===== config.mk =====
export PLATFORM = sky130hd
export DESIGN_NAME = source_tokenizer
export DESIGN_NICKNAME = d
export VERILOG_FILES = /design/src/rtl/core/stok_pkg.sv /design/src/rtl/core/stok_kw_match.sv /design/src/rtl/core/stok_scan.sv /design/src/rtl/core/stok_out_buf.sv /design/src/rtl/core/source_tokenizer.sv
export VERILOG_INCLUDE_DIRS = /design/src /design/src/rtl/core
export SDC_FILE = /design/constraint.sdc
export NUM_CORES = 1
export LEC_CHECK = 0
export BUFFER_PORTS_ARGS = -buffer_cell sky130_fd_sc_hd__buf_2
export CORE_ASPECT_RATIO = 0.8
export CORE_MARGIN = 3
export CORE_UTILIZATION = 35
export CTS_BUF_LIST = sky130_fd_sc_hd__clkbuf_4
export CTS_CLUSTER_DIAMETER = 150
export DETAILED_ROUTE_END_ITERATION = 10
export GPL_ROUTABILITY_DRIVEN = 0
export PLACE_DENSITY = 0.6
export SLEW_MARGIN = 10
export SYNTH_ARGS = -nofsm -noshare
export SYNTH_HDL_FRONTEND = slang
export SYNTH_SLANG_ARGS = --single-unit

===== constraint.sdc =====
create_clock -name clk -period 10.5 [get_ports clk]
set_clock_uncertainty 0.2 [all_clocks]
set_input_delay 0.525 -clock clk [delete_from_list [all_inputs] [get_ports clk]]
set_output_delay 0.525 -clock clk [all_outputs]
set_load 0.005 [all_outputs]

===== src/rtl/core/source_tokenizer_macros.svh =====
// assertion macros for the source tokenizer
`ifndef SOURCE_TOKENIZER_MACROS_SVH
`define SOURCE_TOKENIZER_MACROS_SVH
`ifndef SYNTHESIS
`define ST_ASSERT_IMP(label, clk, rst_n, a, b) \
	label: assert property (@(posedge clk) disable iff (!rst_n) (a) |-> (b)) \
		else $error("assertion failed");
`define ST_ASSERT_NXT(label, clk, rst_n, a, b) \
	label: assert property (@(posedge clk) disable iff (!rst_n) (a) |=> (b)) \
		else $error("assertion failed");
`else
`define ST_ASSERT_IMP(label, clk, rst_n, a, b)
`define ST_ASSERT_NXT(label, clk, rst_n, a, b)
`endif
`endif


===== src/rtl/core/stok_pkg.sv =====
// types, constants and helper functions shared by the tokenizer modules
package stok_pkg;
	localparam int POS_BITS = 16;
	localparam int KEYWORD_MAX = 8;
	localparam int WLEN_BITS = $clog2(KEYWORD_MAX + 2);

	localparam logic [1:0] REC_TEXT = 2'd0;
	localparam logic [1:0] REC_TOKEN = 2'd1;
	localparam logic [1:0] REC_ERROR = 2'd2;

	localparam logic [2:0] ERR_COMMENT = 3'd0;
	localparam logic [2:0] ERR_STRING = 3'd1;
	localparam logic [2:0] ERR_CHAR = 3'd2;
	localparam logic [2:0] ERR_AMP = 3'd3;
	localparam logic [2:0] ERR_BAR = 3'd4;

	localparam logic [5:0] K_INT = 6'd0;
	localparam logic [5:0] K_DOUBLE = 6'd1;
	localparam logic [5:0] K_STR = 6'd2;
	localparam logic [5:0] K_IDENT = 6'd3;
	localparam logic [5:0] K_KW0 = 6'd4;
	localparam logic [5:0] K_LPAR = 6'd20;
	localparam logic [5:0] K_RPAR = 6'd21;
	localparam logic [5:0] K_LBRACE = 6'd22;
	localparam logic [5:0] K_RBRACE = 6'd23;
	localparam logic [5:0] K_SEMI = 6'd24;
	localparam logic [5:0] K_COMMA = 6'd25;
	localparam logic [5:0] K_ASSIGN = 6'd26;
	localparam logic [5:0] K_PLUS = 6'd27;
	localparam logic [5:0] K_MINUS = 6'd28;
	localparam logic [5:0] K_STAR = 6'd29;
	localparam logic [5:0] K_SLASH = 6'd30;
	localparam logic [5:0] K_PCT = 6'd31;
	localparam logic [5:0] K_EQ = 6'd32;
	localparam logic [5:0] K_NE = 6'd33;
	localparam logic [5:0] K_LT = 6'd34;
	localparam logic [5:0] K_LE = 6'd35;
	localparam logic [5:0] K_GT = 6'd36;
	localparam logic [5:0] K_GE = 6'd37;
	localparam logic [5:0] K_AND = 6'd38;
	localparam logic [5:0] K_OR = 6'd39;
	localparam logic [5:0] K_NOT = 6'd40;
	localparam logic [5:0] K_EOF = 6'd41;

	typedef enum logic [11:0] {
		M_IDLE      = 12'b000000000001,
		M_IDENT     = 12'b000000000010,
		M_INT       = 12'b000000000100,
		M_INTDOT    = 12'b000000001000,
		M_FRAC      = 12'b000000010000,
		M_STR       = 12'b000000100000,
		M_ESC       = 12'b000001000000,
		M_OP        = 12'b000010000000,
		M_LINECMT   = 12'b000100000000,
		M_BLOCK     = 12'b001000000000,
		M_BLOCKSTAR = 12'b010000000000,
		M_HALT      = 12'b100000000000
	} mode_t;

	typedef struct packed {
		logic [7:0] ch;
		logic       end_of_source;
	} in_beat_t;

	typedef struct packed {
		logic [1:0]  record;
		logic [5:0]  kind;
		logic [7:0]  text_byte;
		logic [15:0] line_no;
		logic [15:0] col_no;
		logic [2:0]  error_code;
		logic        last_of_run;
	} out_beat_t;

	// up to three results per input beat
	typedef struct packed {
		logic [1:0]      cnt;
		out_beat_t [2:0] res;
	} res_group_t;

	typedef logic [POS_BITS-1:0] pos_t;

	function automatic logic [15:0] clamp16(input pos_t v);
		logic [15:0] r;
		if (POS_BITS > 16 && (v >> 16) != '0) r = 16'hFFFF;
		else r = 16'(v);
		return r;
	endfunction

	function automatic logic is_digit(input logic [7:0] c);
		return c >= 8'h30 && c <= 8'h39;
	endfunction

	function automatic logic is_alpha(input logic [7:0] c);
		return (c >= 8'h61 && c <= 8'h7A) || (c >= 8'h41 && c <= 8'h5A);
	endfunction

	function automatic logic is_word(input logic [7:0] c);
		return is_alpha(c) || is_digit(c) || c == 8'h5F;
	endfunction

	// keyword text packed first byte in the low lane, zero padded
	function automatic logic [63:0] kw_text(input logic [3:0] i);
		logic [63:0] r;
		unique case (i)
			4'd0: r = {24'h0, "ssalc"};
			4'd1: r = {16'h0, "citats"};
			4'd2: r = {32'h0, "diov"};
			4'd3: r = {40'h0, "tni"};
			4'd4: r = {16'h0, "elbuod"};
			4'd5: r = {8'h0, "naeloob"};
			4'd6: r = {16'h0, "gnirtS"};
			4'd7: r = {48'h0, "fi"};
			4'd8: r = {32'h0, "esle"};
			4'd9: r = {24'h0, "elihw"};
			4'd10: r = {40'h0, "rof"};
			4'd11: r = {16'h0, "nruter"};
			4'd12: r = {32'h0, "eurt"};
			4'd13: r = {24'h0, "eslaf"};
			4'd14: r = {24'h0, "tnirp"};
			default: r = {32'h0, "llun"};
		endcase
		return r;
	endfunction

	function automatic logic [3:0] kw_len(input logic [3:0] i);
		logic [3:0] r;
		unique case (i)
			4'd0: r = 4'd5;
			4'd1: r = 4'd6;
			4'd2: r = 4'd4;
			4'd3: r = 4'd3;
			4'd4: r = 4'd6;
			4'd5: r = 4'd7;
			4'd6: r = 4'd6;
			4'd7: r = 4'd2;
			4'd8: r = 4'd4;
			4'd9: r = 4'd5;
			4'd10: r = 4'd3;
			4'd11: r = 4'd6;
			4'd12: r = 4'd4;
			4'd13: r = 4'd5;
			4'd14: r = 4'd5;
			default: r = 4'd4;
		endcase
		return r;
	endfunction
endpackage


===== src/rtl/core/stok_kw_match.sv =====
// keyword lookup over the identifier buffer
module stok_kw_match (
	input  logic [stok_pkg::KEYWORD_MAX-1:0][7:0]  word_buf,
	input  logic [stok_pkg::WLEN_BITS-1:0]         word_len,
	output logic [5:0]                             kind
);
	import stok_pkg::*;

	logic [63:0] buf64;

	// widen or trim the buffer to eight bytes, the width of a keyword table entry
	always_comb begin
		buf64 = '0;
		for (int i = 0; i < 8; i++) begin
			if (i < KEYWORD_MAX) buf64[i*8 +: 8] = word_buf[i];
		end
	end

	// sixteen independent compares, the lowest matching index wins
	always_comb begin
		kind = K_IDENT;
		for (int k = 15; k >= 0; k--) begin
			if (word_len <= WLEN_BITS'(KEYWORD_MAX)
				&& word_len == WLEN_BITS'(kw_len(4'(k)))
				&& buf64 == kw_text(4'(k)))
				kind = K_KW0 + 6'(k);
		end
	end
endmodule


===== src/rtl/core/stok_scan.sv =====
// scanner next-state and result logic for one registered source beat
module stok_scan (
	input  logic                                  clk,
	input  logic                                  arst_n,
	input  logic                                  step,
	input  stok_pkg::in_beat_t                    beat,
	output stok_pkg::res_group_t                  grp
);
	import stok_pkg::*;

	localparam pos_t MAXPOS = '1;

	mode_t mode_q, mode_d;
	logic [7:0] pend_q, pend_d;
	pos_t line_q, col_q, sl_q, sc_q, line_d, col_d, sl_d, sc_d;
	logic [KEYWORD_MAX-1:0][7:0] wbuf_q, wbuf_d;
	logic [WLEN_BITS-1:0] wlen_q, wlen_d;
	logic [5:0] word_kind;

	stok_kw_match u_kw (.word_buf(wbuf_q), .word_len(wlen_q), .kind(word_kind));

	logic [7:0] c;
	pos_t al, ac;
	res_group_t g;

	function automatic out_beat_t mk(input logic [1:0] r, input logic [5:0] k,
		input logic [7:0] tb, input pos_t ln, input pos_t cl, input logic [2:0] e);
		out_beat_t o;
		o.record = r;
		o.kind = k;
		o.text_byte = tb;
		o.line_no = clamp16(ln);
		o.col_no = clamp16(cl);
		o.error_code = e;
		o.last_of_run = 1'b0;
		return o;
	endfunction

	// combinational step of the scanner
	always_comb begin
		logic do_idle;
		logic [5:0] k;
		logic single;
		mode_d = mode_q;
		pend_d = pend_q;
		line_d = line_q;
		col_d = col_q;
		sl_d = sl_q;
		sc_d = sc_q;
		wbuf_d = wbuf_q;
		wlen_d = wlen_q;
		g = '0;
		do_idle = 1'b0;
		k = K_LPAR;
		single = 1'b0;
		c = beat.ch;
		al = line_q;
		ac = col_q;
		if (c == 8'h0A) begin
			if (al < MAXPOS) al = al + 1'b1;
			ac = pos_t'(1);
		end else if (ac < MAXPOS) begin
			ac = ac + 1'b1;
		end

		if (beat.end_of_source) begin
			// flush pending token and close with eof, or report an unterminated construct
			if (mode_q != M_HALT) begin
				logic fin;
				fin = 1'b1;
				unique case (mode_q)
					M_IDENT: begin
						g.res[0] = mk(REC_TOKEN, word_kind, 8'h0, sl_q, sc_q, ERR_COMMENT);
						g.cnt = 2'd1;
					end
					M_INT: begin
						g.res[0] = mk(REC_TOKEN, K_INT, 8'h0, sl_q, sc_q, ERR_COMMENT);
						g.cnt = 2'd1;
					end
					M_FRAC: begin
						g.res[0] = mk(REC_TOKEN, K_DOUBLE, 8'h0, sl_q, sc_q, ERR_COMMENT);
						g.cnt = 2'd1;
					end
					M_INTDOT: begin
						g.res[0] = mk(REC_TOKEN, K_INT, 8'h0, sl_q, sc_q, ERR_COMMENT);
						g.res[1] = mk(REC_ERROR, 6'd0, 8'h0, line_q, col_q, ERR_CHAR);
						g.cnt = 2'd2;
						fin = 1'b0;
					end
					M_STR, M_ESC: begin
						g.res[0] = mk(REC_ERROR, 6'd0, 8'h0, line_q, col_q, ERR_STRING);
						g.cnt = 2'd1;
						fin = 1'b0;
					end
					M_BLOCK, M_BLOCKSTAR: begin
						g.res[0] = mk(REC_ERROR, 6'd0, 8'h0, line_q, col_q, ERR_COMMENT);
						g.cnt = 2'd1;
						fin = 1'b0;
					end
					M_OP: begin
						if (pend_q == 8'h26) begin
							g.res[0] = mk(REC_ERROR, 6'd0, 8'h0, line_q, col_q, ERR_AMP);
							fin = 1'b0;
						end else if (pend_q == 8'h7C) begin
							g.res[0] = mk(REC_ERROR, 6'd0, 8'h0, line_q, col_q, ERR_BAR);
							fin = 1'b0;
						end else begin
							priority case (pend_q)
								8'h2F: k = K_SLASH;
								8'h3D: k = K_ASSIGN;
								8'h21: k = K_NOT;
								8'h3C: k = K_LT;
								default: k = K_GT;
							endcase
							g.res[0] = mk(REC_TOKEN, k, 8'h0, sl_q, sc_q, ERR_COMMENT);
						end
						g.cnt = 2'd1;
					end
					default: g.cnt = 2'd0;
				endcase
				if (fin) begin
					g.res[g.cnt] = mk(REC_TOKEN, K_EOF, 8'h0, line_q, col_q, ERR_COMMENT);
					g.cnt = g.cnt + 2'd1;
				end
			end
			mode_d = M_IDLE;
			pend_d = '0;
			line_d = pos_t'(1);
			col_d = pos_t'(1);
			sl_d = pos_t'(1);
			sc_d = pos_t'(1);
			wbuf_d = '0;
			wlen_d = '0;
		end else if (mode_q != M_HALT) begin
			line_d = al;
			col_d = ac;
			unique case (mode_q)
				M_IDENT: begin
					if (is_word(c)) begin
						g.res[0] = mk(REC_TEXT, 6'd0, c, '0, '0, ERR_COMMENT);
						g.cnt = 2'd1;
					end else begin
						g.res[0] = mk(REC_TOKEN, word_kind, 8'h0, sl_q, sc_q, ERR_COMMENT);
						g.cnt = 2'd1;
						do_idle = 1'b1;
					end
				end
				M_INT: begin
					if (is_digit(c)) begin
						g.res[0] = mk(REC_TEXT, 6'd0, c, '0, '0, ERR_COMMENT);
						g.cnt = 2'd1;
					end else if (c == 8'h2E) begin
						mode_d = M_INTDOT;
					end else begin
						g.res[0] = mk(REC_TOKEN, K_INT, 8'h0, sl_q, sc_q, ERR_COMMENT);
						g.cnt = 2'd1;
						do_idle = 1'b1;
					end
				end
				M_INTDOT: begin
					if (is_digit(c)) begin
						g.res[0] = mk(REC_TEXT, 6'd0, 8'h2E, '0, '0, ERR_COMMENT);
						g.res[1] = mk(REC_TEXT, 6'd0, c, '0, '0, ERR_COMMENT);
						g.cnt = 2'd2;
						mode_d = M_FRAC;
					end else begin
						g.res[0] = mk(REC_TOKEN, K_INT, 8'h0, sl_q, sc_q, ERR_COMMENT);
						g.res[1] = mk(REC_ERROR, 6'd0, 8'h0, line_q, col_q, ERR_CHAR);
						g.cnt = 2'd2;
						mode_d = M_HALT;
					end
				end
				M_FRAC: begin
					if (is_digit(c)) begin
						g.res[0] = mk(REC_TEXT, 6'd0, c, '0, '0, ERR_COMMENT);
						g.cnt = 2'd1;
					end else begin
						g.res[0] = mk(REC_TOKEN, K_DOUBLE, 8'h0, sl_q, sc_q, ERR_COMMENT);
						g.cnt = 2'd1;
						do_idle = 1'b1;
					end
				end
				M_STR: begin
					if (c == 8'h22) begin
						g.res[0] = mk(REC_TOKEN, K_STR, 8'h0, sl_q, sc_q, ERR_COMMENT);
						g.cnt = 2'd1;
						mode_d = M_IDLE;
					end else if (c == 8'h5C) begin
						mode_d = M_ESC;
					end else begin
						g.res[0] = mk(REC_TEXT, 6'd0, c, '0, '0, ERR_COMMENT);
						g.cnt = 2'd1;
					end
				end
				M_ESC: begin
					logic [7:0] e;
					priority case (c)
						8'h6E: e = 8'h0A;
						8'h74: e = 8'h09;
						8'h72: e = 8'h0D;
						default: e = c;
					endcase
					g.res[0] = mk(REC_TEXT, 6'd0, e, '0, '0, ERR_COMMENT);
					g.cnt = 2'd1;
					mode_d = M_STR;
				end
				M_OP: begin
					mode_d = M_IDLE;
					if (pend_q == 8'h26) begin
						if (c == 8'h26)
							g.res[0] = mk(REC_TOKEN, K_AND, 8'h0, sl_q, sc_q, ERR_COMMENT);
						else begin
							g.res[0] = mk(REC_ERROR, 6'd0, 8'h0, line_q, col_q, ERR_AMP);
							mode_d = M_HALT;
						end
						g.cnt = 2'd1;
					end else if (pend_q == 8'h7C) begin
						if (c == 8'h7C)
							g.res[0] = mk(REC_TOKEN, K_OR, 8'h0, sl_q, sc_q, ERR_COMMENT);
						else begin
							g.res[0] = mk(REC_ERROR, 6'd0, 8'h0, line_q, col_q, ERR_BAR);
							mode_d = M_HALT;
						end
						g.cnt = 2'd1;
					end else if (pend_q == 8'h2F) begin
						if (c == 8'h2F) mode_d = M_LINECMT;
						else if (c == 8'h2A) mode_d = M_BLOCK;
						else begin
							g.res[0] = mk(REC_TOKEN, K_SLASH, 8'h0, sl_q, sc_q, ERR_COMMENT);
							g.cnt = 2'd1;
							do_idle = 1'b1;
						end
					end else if (c == 8'h3D) begin
						priority case (pend_q)
							8'h3D: k = K_EQ;
							8'h21: k = K_NE;
							8'h3C: k = K_LE;
							default: k = K_GE;
						endcase
						g.res[0] = mk(REC_TOKEN, k, 8'h0, sl_q, sc_q, ERR_COMMENT);
						g.cnt = 2'd1;
					end else begin
						priority case (pend_q)
							8'h3D: k = K_ASSIGN;
							8'h21: k = K_NOT;
							8'h3C: k = K_LT;
							default: k = K_GT;
						endcase
						g.res[0] = mk(REC_TOKEN, k, 8'h0, sl_q, sc_q, ERR_COMMENT);
						g.cnt = 2'd1;
						do_idle = 1'b1;
					end
				end
				M_LINECMT: if (c == 8'h0A) mode_d = M_IDLE;
				M_BLOCK: if (c == 8'h2A) mode_d = M_BLOCKSTAR;
				M_BLOCKSTAR: begin
					if (c == 8'h2F) mode_d = M_IDLE;
					else if (c != 8'h2A) mode_d = M_BLOCK;
				end
				default: do_idle = 1'b1;
			endcase

			// start of a new token, from idle or after a token ends; whitespace is skipped
			if (do_idle) begin
				mode_d = M_IDLE;
				if (c == 8'h20 || c == 8'h09 || c == 8'h0D || c == 8'h0A) begin
				end else if (is_digit(c)) begin
					sl_d = line_q;
					sc_d = col_q;
					g.res[g.cnt] = mk(REC_TEXT, 6'd0, c, '0, '0, ERR_COMMENT);
					g.cnt = g.cnt + 2'd1;
					mode_d = M_INT;
				end else if (c == 8'h22) begin
					sl_d = line_q;
					sc_d = col_q;
					mode_d = M_STR;
				end else if (is_alpha(c) || c == 8'h5F) begin
					sl_d = line_q;
					sc_d = col_q;
					wbuf_d = '0;
					wbuf_d[0] = c;
					wlen_d = WLEN_BITS'(1);
					g.res[g.cnt] = mk(REC_TEXT, 6'd0, c, '0, '0, ERR_COMMENT);
					g.cnt = g.cnt + 2'd1;
					mode_d = M_IDENT;
				end else if (c == 8'h2F || c == 8'h3D || c == 8'h21 || c == 8'h3C
					|| c == 8'h3E || c == 8'h26 || c == 8'h7C) begin
					sl_d = line_q;
					sc_d = col_q;
					pend_d = c;
					mode_d = M_OP;
				end else begin
					single = 1'b1;
					priority case (c)
						8'h28: k = K_LPAR;
						8'h29: k = K_RPAR;
						8'h7B: k = K_LBRACE;
						8'h7D: k = K_RBRACE;
						8'h3B: k = K_SEMI;
						8'h2C: k = K_COMMA;
						8'h2B: k = K_PLUS;
						8'h2D: k = K_MINUS;
						8'h2A: k = K_STAR;
						8'h25: k = K_PCT;
						default: single = 1'b0;
					endcase
					if (single) begin
						sl_d = line_q;
						sc_d = col_q;
						g.res[g.cnt] = mk(REC_TOKEN, k, 8'h0, line_q, col_q, ERR_COMMENT);
					end else begin
						g.res[g.cnt] = mk(REC_ERROR, 6'd0, 8'h0, al, ac, ERR_CHAR);
						mode_d = M_HALT;
					end
					g.cnt = g.cnt + 2'd1;
				end
			end else if (mode_q == M_IDENT && is_word(c)) begin
				if (wlen_q < WLEN_BITS'(KEYWORD_MAX)) wbuf_d[wlen_q[$clog2(KEYWORD_MAX)-1:0]] = c;
				if (wlen_q <= WLEN_BITS'(KEYWORD_MAX)) wlen_d = wlen_q + 1'b1;
			end
		end
		if (g.cnt != 2'd0) g.res[g.cnt - 2'd1].last_of_run = 1'b1;
	end

	assign grp = g;

	// scanner state registers
	always_ff @(posedge clk or negedge arst_n) begin
		if (!arst_n) begin
			mode_q <= M_IDLE;
			pend_q <= '0;
			line_q <= pos_t'(1);
			col_q <= pos_t'(1);
			sl_q <= pos_t'(1);
			sc_q <= pos_t'(1);
			wbuf_q <= '0;
			wlen_q <= '0;
		end else if (step) begin
			mode_q <= mode_d;
			pend_q <= pend_d;
			line_q <= line_d;
			col_q <= col_d;
			sl_q <= sl_d;
			sc_q <= sc_d;
			wbuf_q <= wbuf_d;
			wlen_q <= wlen_d;
		end
	end
endmodule


===== src/rtl/core/stok_out_buf.sv =====
// result register holding up to three results and unloading one per beat
module stok_out_buf (
	input  logic                  clk,
	input  logic                  arst_n,
	input  logic                  load,
	input  stok_pkg::res_group_t  grp,
	output logic                  empty_next,
	output logic                  out_valid,
	output stok_pkg::out_beat_t   out_data,
	input  logic                  out_ready
);
	import stok_pkg::*;

	out_beat_t [2:0] res_q;
	logic [1:0] cnt_q, idx_q;
	logic last_pop;

	assign out_valid = cnt_q != 2'd0;
	assign out_data = res_q[idx_q];
	assign last_pop = out_valid && out_ready && (idx_q + 2'd1 == cnt_q);
	// free now, or freeing with this beat
	assign empty_next = !out_valid || last_pop;

	// load a group or advance the read pointer
	always_ff @(posedge clk or negedge arst_n) begin
		if (!arst_n) begin
			cnt_q <= '0;
			idx_q <= '0;
		end else if (load) begin
			cnt_q <= grp.cnt;
			idx_q <= '0;
		end else if (last_pop) begin
			cnt_q <= '0;
			idx_q <= '0;
		end else if (out_valid && out_ready) begin
			idx_q <= idx_q + 2'd1;
		end
	end

	always_ff @(posedge clk) begin
		if (load) res_q <= grp.res;
	end
endmodule


===== src/rtl/core/source_tokenizer.sv =====
// source tokenizer top level
// Takes one source byte per beat and returns text, token and error beats.
// A byte is accepted in every cycle while its results (at most three) fit:
// the input stage holds one byte, the scanner decides all of its results in
// one pass, and the result register sends them one per cycle while out_ready is
// high. A byte with one or no result then sustains one byte per cycle; a byte
// with more results holds the input until its last result is taken.
`include "source_tokenizer_macros.svh"
module source_tokenizer (
	input  logic                 clk,
	input  logic                 arst_n,
	input  logic                 in_valid,
	output logic                 in_ready,
	input  stok_pkg::in_beat_t   in_data,
	output logic                 out_valid,
	input  logic                 out_ready,
	output stok_pkg::out_beat_t  out_data
);
	import stok_pkg::*;

	logic v_s1;
	in_beat_t d_s1;
	logic step, empty_next;
	res_group_t grp;

	// stage one advances into the scanner when the result register frees up
	assign step = v_s1 && empty_next;
	assign in_ready = !v_s1 || step;

	always_ff @(posedge clk or negedge arst_n) begin
		if (!arst_n) v_s1 <= 1'b0;
		else if (in_ready) v_s1 <= in_valid;
	end

	always_ff @(posedge clk) begin
		if (in_ready && in_valid) d_s1 <= in_data;
	end

	stok_scan u_scan (
		.clk(clk), .arst_n(arst_n), .step(step), .beat(d_s1), .grp(grp)
	);

	stok_out_buf u_out (
		.clk(clk), .arst_n(arst_n), .load(step), .grp(grp),
		.empty_next(empty_next), .out_valid(out_valid), .out_data(out_data),
		.out_ready(out_ready)
	);

	`ST_ASSERT_IMP(a_step_ready, clk, arst_n, step, in_ready)
	`ST_ASSERT_IMP(a_no_step_idle, clk, arst_n, !v_s1, !step)
	`ST_ASSERT_NXT(a_hold_out, clk, arst_n, out_valid && !out_ready, out_valid)
endmodule

# Word level (Yosys, flattened, before mapping)
# Cells that the tools add are included.
# W data, S select, Z words.
# word_totals
ff_bits	322
out_inout_bits	54
# classes
n_addsub	7
n_lt_le_gt_ge	19
eq_ne	83
mux	269
reduce_logical	77
# op_table
op	count
$mux W158	10
$mux W16	78
$mux W52	23
$bwmux W156	6
$mux W64	9
$pmux W52 S7	1
$demux W52 S2	3
$mux W156	2
$pmux W52 S6	1
$mux W12	24
$eq A64 B31 Y1 const B	4
$eq A64 B39 Y1 const B	4
$eq A64 B47 Y1 const B	4
$mux W51	4
$eq A8 B6 Y1 const B	22
$mux W6	28
$eq A64 B23 Y1 const B	2
$bmux W52 S2	1
$mux W104	1
$pmux W12 S8	1
$eq A8 B7 Y1 const B	9
$mux W8	9
$bwmux W64	1
$eq A64 B15 Y1 const B	1
other kinds (71)	207

# Longest topological paths before layout
# depth
ltp_word	41
mapped_depth	15
depth_no_buf	12

# Hierarchy
# From an unflattened synthesis, not the netlist that was laid out.
# hier_totals
hier_cells	2117
hier_area_um2	19894.1
# by_module_without_submodules
mod	n_inst	cells_per_inst	area_per_inst_um2
stok_scan	1	1569	12286.8
stok_out_buf	1	360	6103.4
stok_kw_match	1	174	1173.6
source_tokenizer	1	14	330.3

# Worst setup path before layout
# Ideal clock, no wire load.
# synth_timing
path_type	register to register
startpoint	reg u_out.idx_q[1]
endpoint	reg u_scan.wbuf_q[23] (netlist name)
setup_ns	0.119
arrival_ns	5.905
required_time_ns	10.181
slack_ns	4.276
path_stages_with_launch	12
n_path_buf	2
period_less_slack_ns	6.224
cell_sequence	dfrtp_1 clkbuf_1 nor2_1 a21boi_0 a2bb2oi_1 nand2b_1 inv_1 o21ai_1 a211oi_2 buf_4 nand2_2 and2_1
# synth_via
elab_chain_len	6
# synth_rtl
element	line_no	source
start, declared	stok_out_buf.sv:15	logic [1:0] cnt_q, idx_q;
start signal, assigned	stok_out_buf.sv:36	idx_q <= idx_q + 2'd1;
$add A2 B1 Y2	stok_out_buf.sv:20	assign last_pop = out_valid && out_ready && (idx_q + 2'd1 == cnt_q);
$eq A2 B2 Y1	stok_out_buf.sv:20	
$logic_and A1 B1 Y1	stok_out_buf.sv:20	
$logic_or A1 B1 Y1	stok_out_buf.sv:22	assign empty_next = !out_valid || last_pop;
$logic_and A1 B1 Y1	source_tokenizer.sv:27	assign step = v_s1 && empty_next;
named net step	source_tokenizer.sv:23	logic step, empty_next;
$reduce_and A8 Y1 (no source line)	n/a	
end signal, assigned	stok_scan.sv:345	wbuf_q <= wbuf_d;
end, declared	stok_scan.sv:16	logic [KEYWORD_MAX-1:0][7:0] wbuf_q, wbuf_d;
# The timed path passes the listed nets, and every way through them passes these cells.
# A chain may end at the register's enable or synchronous reset.

==> results.ini <==
[cells_and_area]
layout-drive-gt1-share_pct = 13.67
fin_cells = 2854
layout_common_cells = nand2_1 (233), o21ai_0 (178), edfxtp_1 (159)
stdcell_area_um2 = 21150
final_common_cell = nand2_1
synthToLayoutAreaGrowth_pct = 10.35
nets = 2110
finish.utilization_pct = 39.16

[logic_synthesis]
synthArstFlopShare_pct = 49.68
ys_types = 105
synth_ff_type = edfxtp_1
ys_ff_latch = 316
netlist_instances = 2054
synth_edf_count = 159
yosys-top-cells-area = edfxtp_1 (25%), dfrtp_1 (20%), o21ai_0 (4.6%)
synth_area_per_cell_um2 = 9.330
yosysWarnings = 0
yosysSeqAreaShare_pct = 45.45
synth_top_cell_area_share_pct = 24.91
syn-cell-area_um2 = 19160
synth_top_area_cell = edfxtp_1

[power_and_ir_drop]
switchingPower_uw = 2011
p_int_uw = 2840
power.density_nw_per_um2 = 229.3
vdd_drop_max_v = 0.0001723
combinationalPowerShare_pct = 36.6
pwr-share-seq_pct = 40.3
clock_power_share_pct = 23.1
p_leak_uw = 0.007933
swShare_pct = 41.45

[drt]
drtPass1Iterations = 10
ant_nets = 0
vias_per_cell = 6.301
wirelength_um = 66670
vias = 17980
drt_iter0_drc = 2812
post_drt_wl_per_cell_um = 23.36
drc = 0

[grt]
grt_usage_pct = 22.65
antenna_found_initial = 2
grt_max_degree = 83
grt_pass1_vias = 16850
grt_pass1_wl_um = 101500
grt_overflow_total = 0

[worst_setup_path]
critPathCaptureType = flop
crit_path_max_fanout = 19
cp_data_arrival_time_ns = 5.98
cp.required_ns = 10.94
start_kind = flop
path_class = flop to flop

[timing]
rsz0062_at_grt = false
fin_setup_tns_ns = 0
setup_viol = 0
period_share_pct = 52.77
worstMarginPinSlew_ns = 1.266
slew_viol_final = 0
hold_viol = 0
max_freq_mhz = 180.5
maxSlewHeadroom_pct = 15.36
fin_crit_ns = 5.541

[die]
design.die.area_um2 = 57620
dieHeight_um = 215.3
start_util_pct = 35.48
rows = 76
boundaryPins = 67
coreArea_um2 = 54010
die_w_um = 267.6

[clocking]
path_clk_slew_ns = 0.07
cts_setup_buffers = 0
cts_buffers = 89
worstSkewPairLatency_ns = 0.85
htree_levels = 3
cts_tree = done
cts-root-buf = clkbuf_4
cts_buffer_depth = 3
cts.sinks = 316

[placement]
hpwl_um = 44050
dp_cells = 2683
placed_cell_area_um2 = 19900
io_buffers = 66

[flow_run]
maxCapViolations = 0

[outcome]
status = finished, final reports clean

[min_path]
hold_class = primary input to asynchronous set/reset pin

what timing repair did:
| item | in CTS | in global routing |
|---|---|---|
| hold buffers | 13 | 0 |
| gates resized for setup | 0 | 0 |
| endpoints found under the hold margin | 89 | 0 |
cells in the mapped netlist (21+ instances only):
master,n
clkbuf_1,124
nor4_1,44
mux2i_1,52
o2bb2ai_1,50
o22ai_1,24
or3_1,23
a21oi_1,78
nand3_1,77
nor2b_1,23
nand4_1,55
a22o_1,65
and2_1,55
a21o_1,25
nor2_1,106
o21ai_0,178
edfxtp_1,159
buf_2,25
inv_1,41
a31oi_1,21
nor3_1,50
or4_1,23
dfrtp_1,152
a22oi_1,33
o31ai_1,23
nand2_1,233
state kept, by name, indices dropped and copies added, names as in the netlist:
signal / count
u_scan.sc_q: 16
u_scan.line_q: 16
v_s1: 1
u_out.idx_q: 2
u_out.cnt_q: 2
u_scan.col_q: 16
u_scan.pend_q: 8
u_out.res_q: 150
u_scan.mode_q: 12
d_s1: 9
u_scan.wlen_q: 4
u_scan.wbuf_q: 64
u_scan.sl_q: 16
power groups by stage:
stage	clock network, uW	logic (uW)	registers [uW]
finish	1120	1780	1950
global route	1220	1920	1990
CTS	1160	1740	1950
floorplan	0	1160	1880
global placement	0	1710	1960
detailed placement	0	1730	1970
critical path: stages, from the launching register on:
cell and delay [ns]:
edfxtp_1 0.64, nor4b_2 1.16, nand4_1 0.40, nand3_1 0.35, and4_1 0.31, ha_1 0.31
inv_1 0.11, nor3_1 0.34, o31ai_4 0.31, nor2_2 0.83, a221oi_1 0.11, o31ai_1 0.31
final cells by class:
type                    count  area, um^2
diodes                      1       2.502
clock buffers             134        1006
clock inverters            23       106.4
fillers                  5406       32860
inverters                  43       166.4
multi-input cells        1533        9635
flip-flops and latches    316        8715
well taps                 702       878.3
repair buffers            102       639.4
kinds of logic (layout without fill, tap and decap cells):
family | after synthesis | in the layout | share of synthesized area [%]
buf+inv | 206 | 302 | 4.413
flops | 316 | 316 | 45.45
compound gates | 623 | 623 | 22.42
mux | 53 | 53 | 2.775
simple gates | 824 | 824 | 23.27
fa+ha+maj | 13 | 13 | 0.8357
xor+xnor | 18 | 18 | 0.8227
other cells | 1 | 3 | 0.01957
layer usage:
layer / vias to the layer above / wire length (um) / track usage, %
li1: 7978 / - / -
met1: 8631 / 29520 / 33.11
met2: 1181 / 26780 / 30.72
met3: 191 / 8298 / 7.406
met4: 2 / 2049 / 8.594
met5: - / 12 / 0
path summary, 6_finish.rpt:
check | to | start | cells after the start | slack (ns)
setup / recovery | u_out.res_q[19] | d_s1[5] | 11 | 4.96
hold / removal | u_scan.line_q[13] | arst_n | 2 | 0.12
setup reg to reg | u_out.res_q[19] | d_s1[5] | 11 | 4.96
hold reg to reg | u_scan.wbuf_q[52] | u_scan.wbuf_q[52] | 1 | 0.29
max in group asynchronous | u_scan.wbuf_q[8] | arst_n | 3 | 8.31
min in group clk | d_s1[0] | in_data[0] | 2 | 0.18
through the flow:
step	hold WS, ns	total power (uW)	setup WS [ns]
after global routing	0.1342	5136	4.872
after detailed placement	0.2765	3703	5.283
after CTS	0.09006	4847	5.299
final	0.1248	4850	4.959
after floorplan	0.02941	3038	4.276
after global placement	0.2721	3669	5.411
Note: power is estimated with default switching activity, not from simulation.
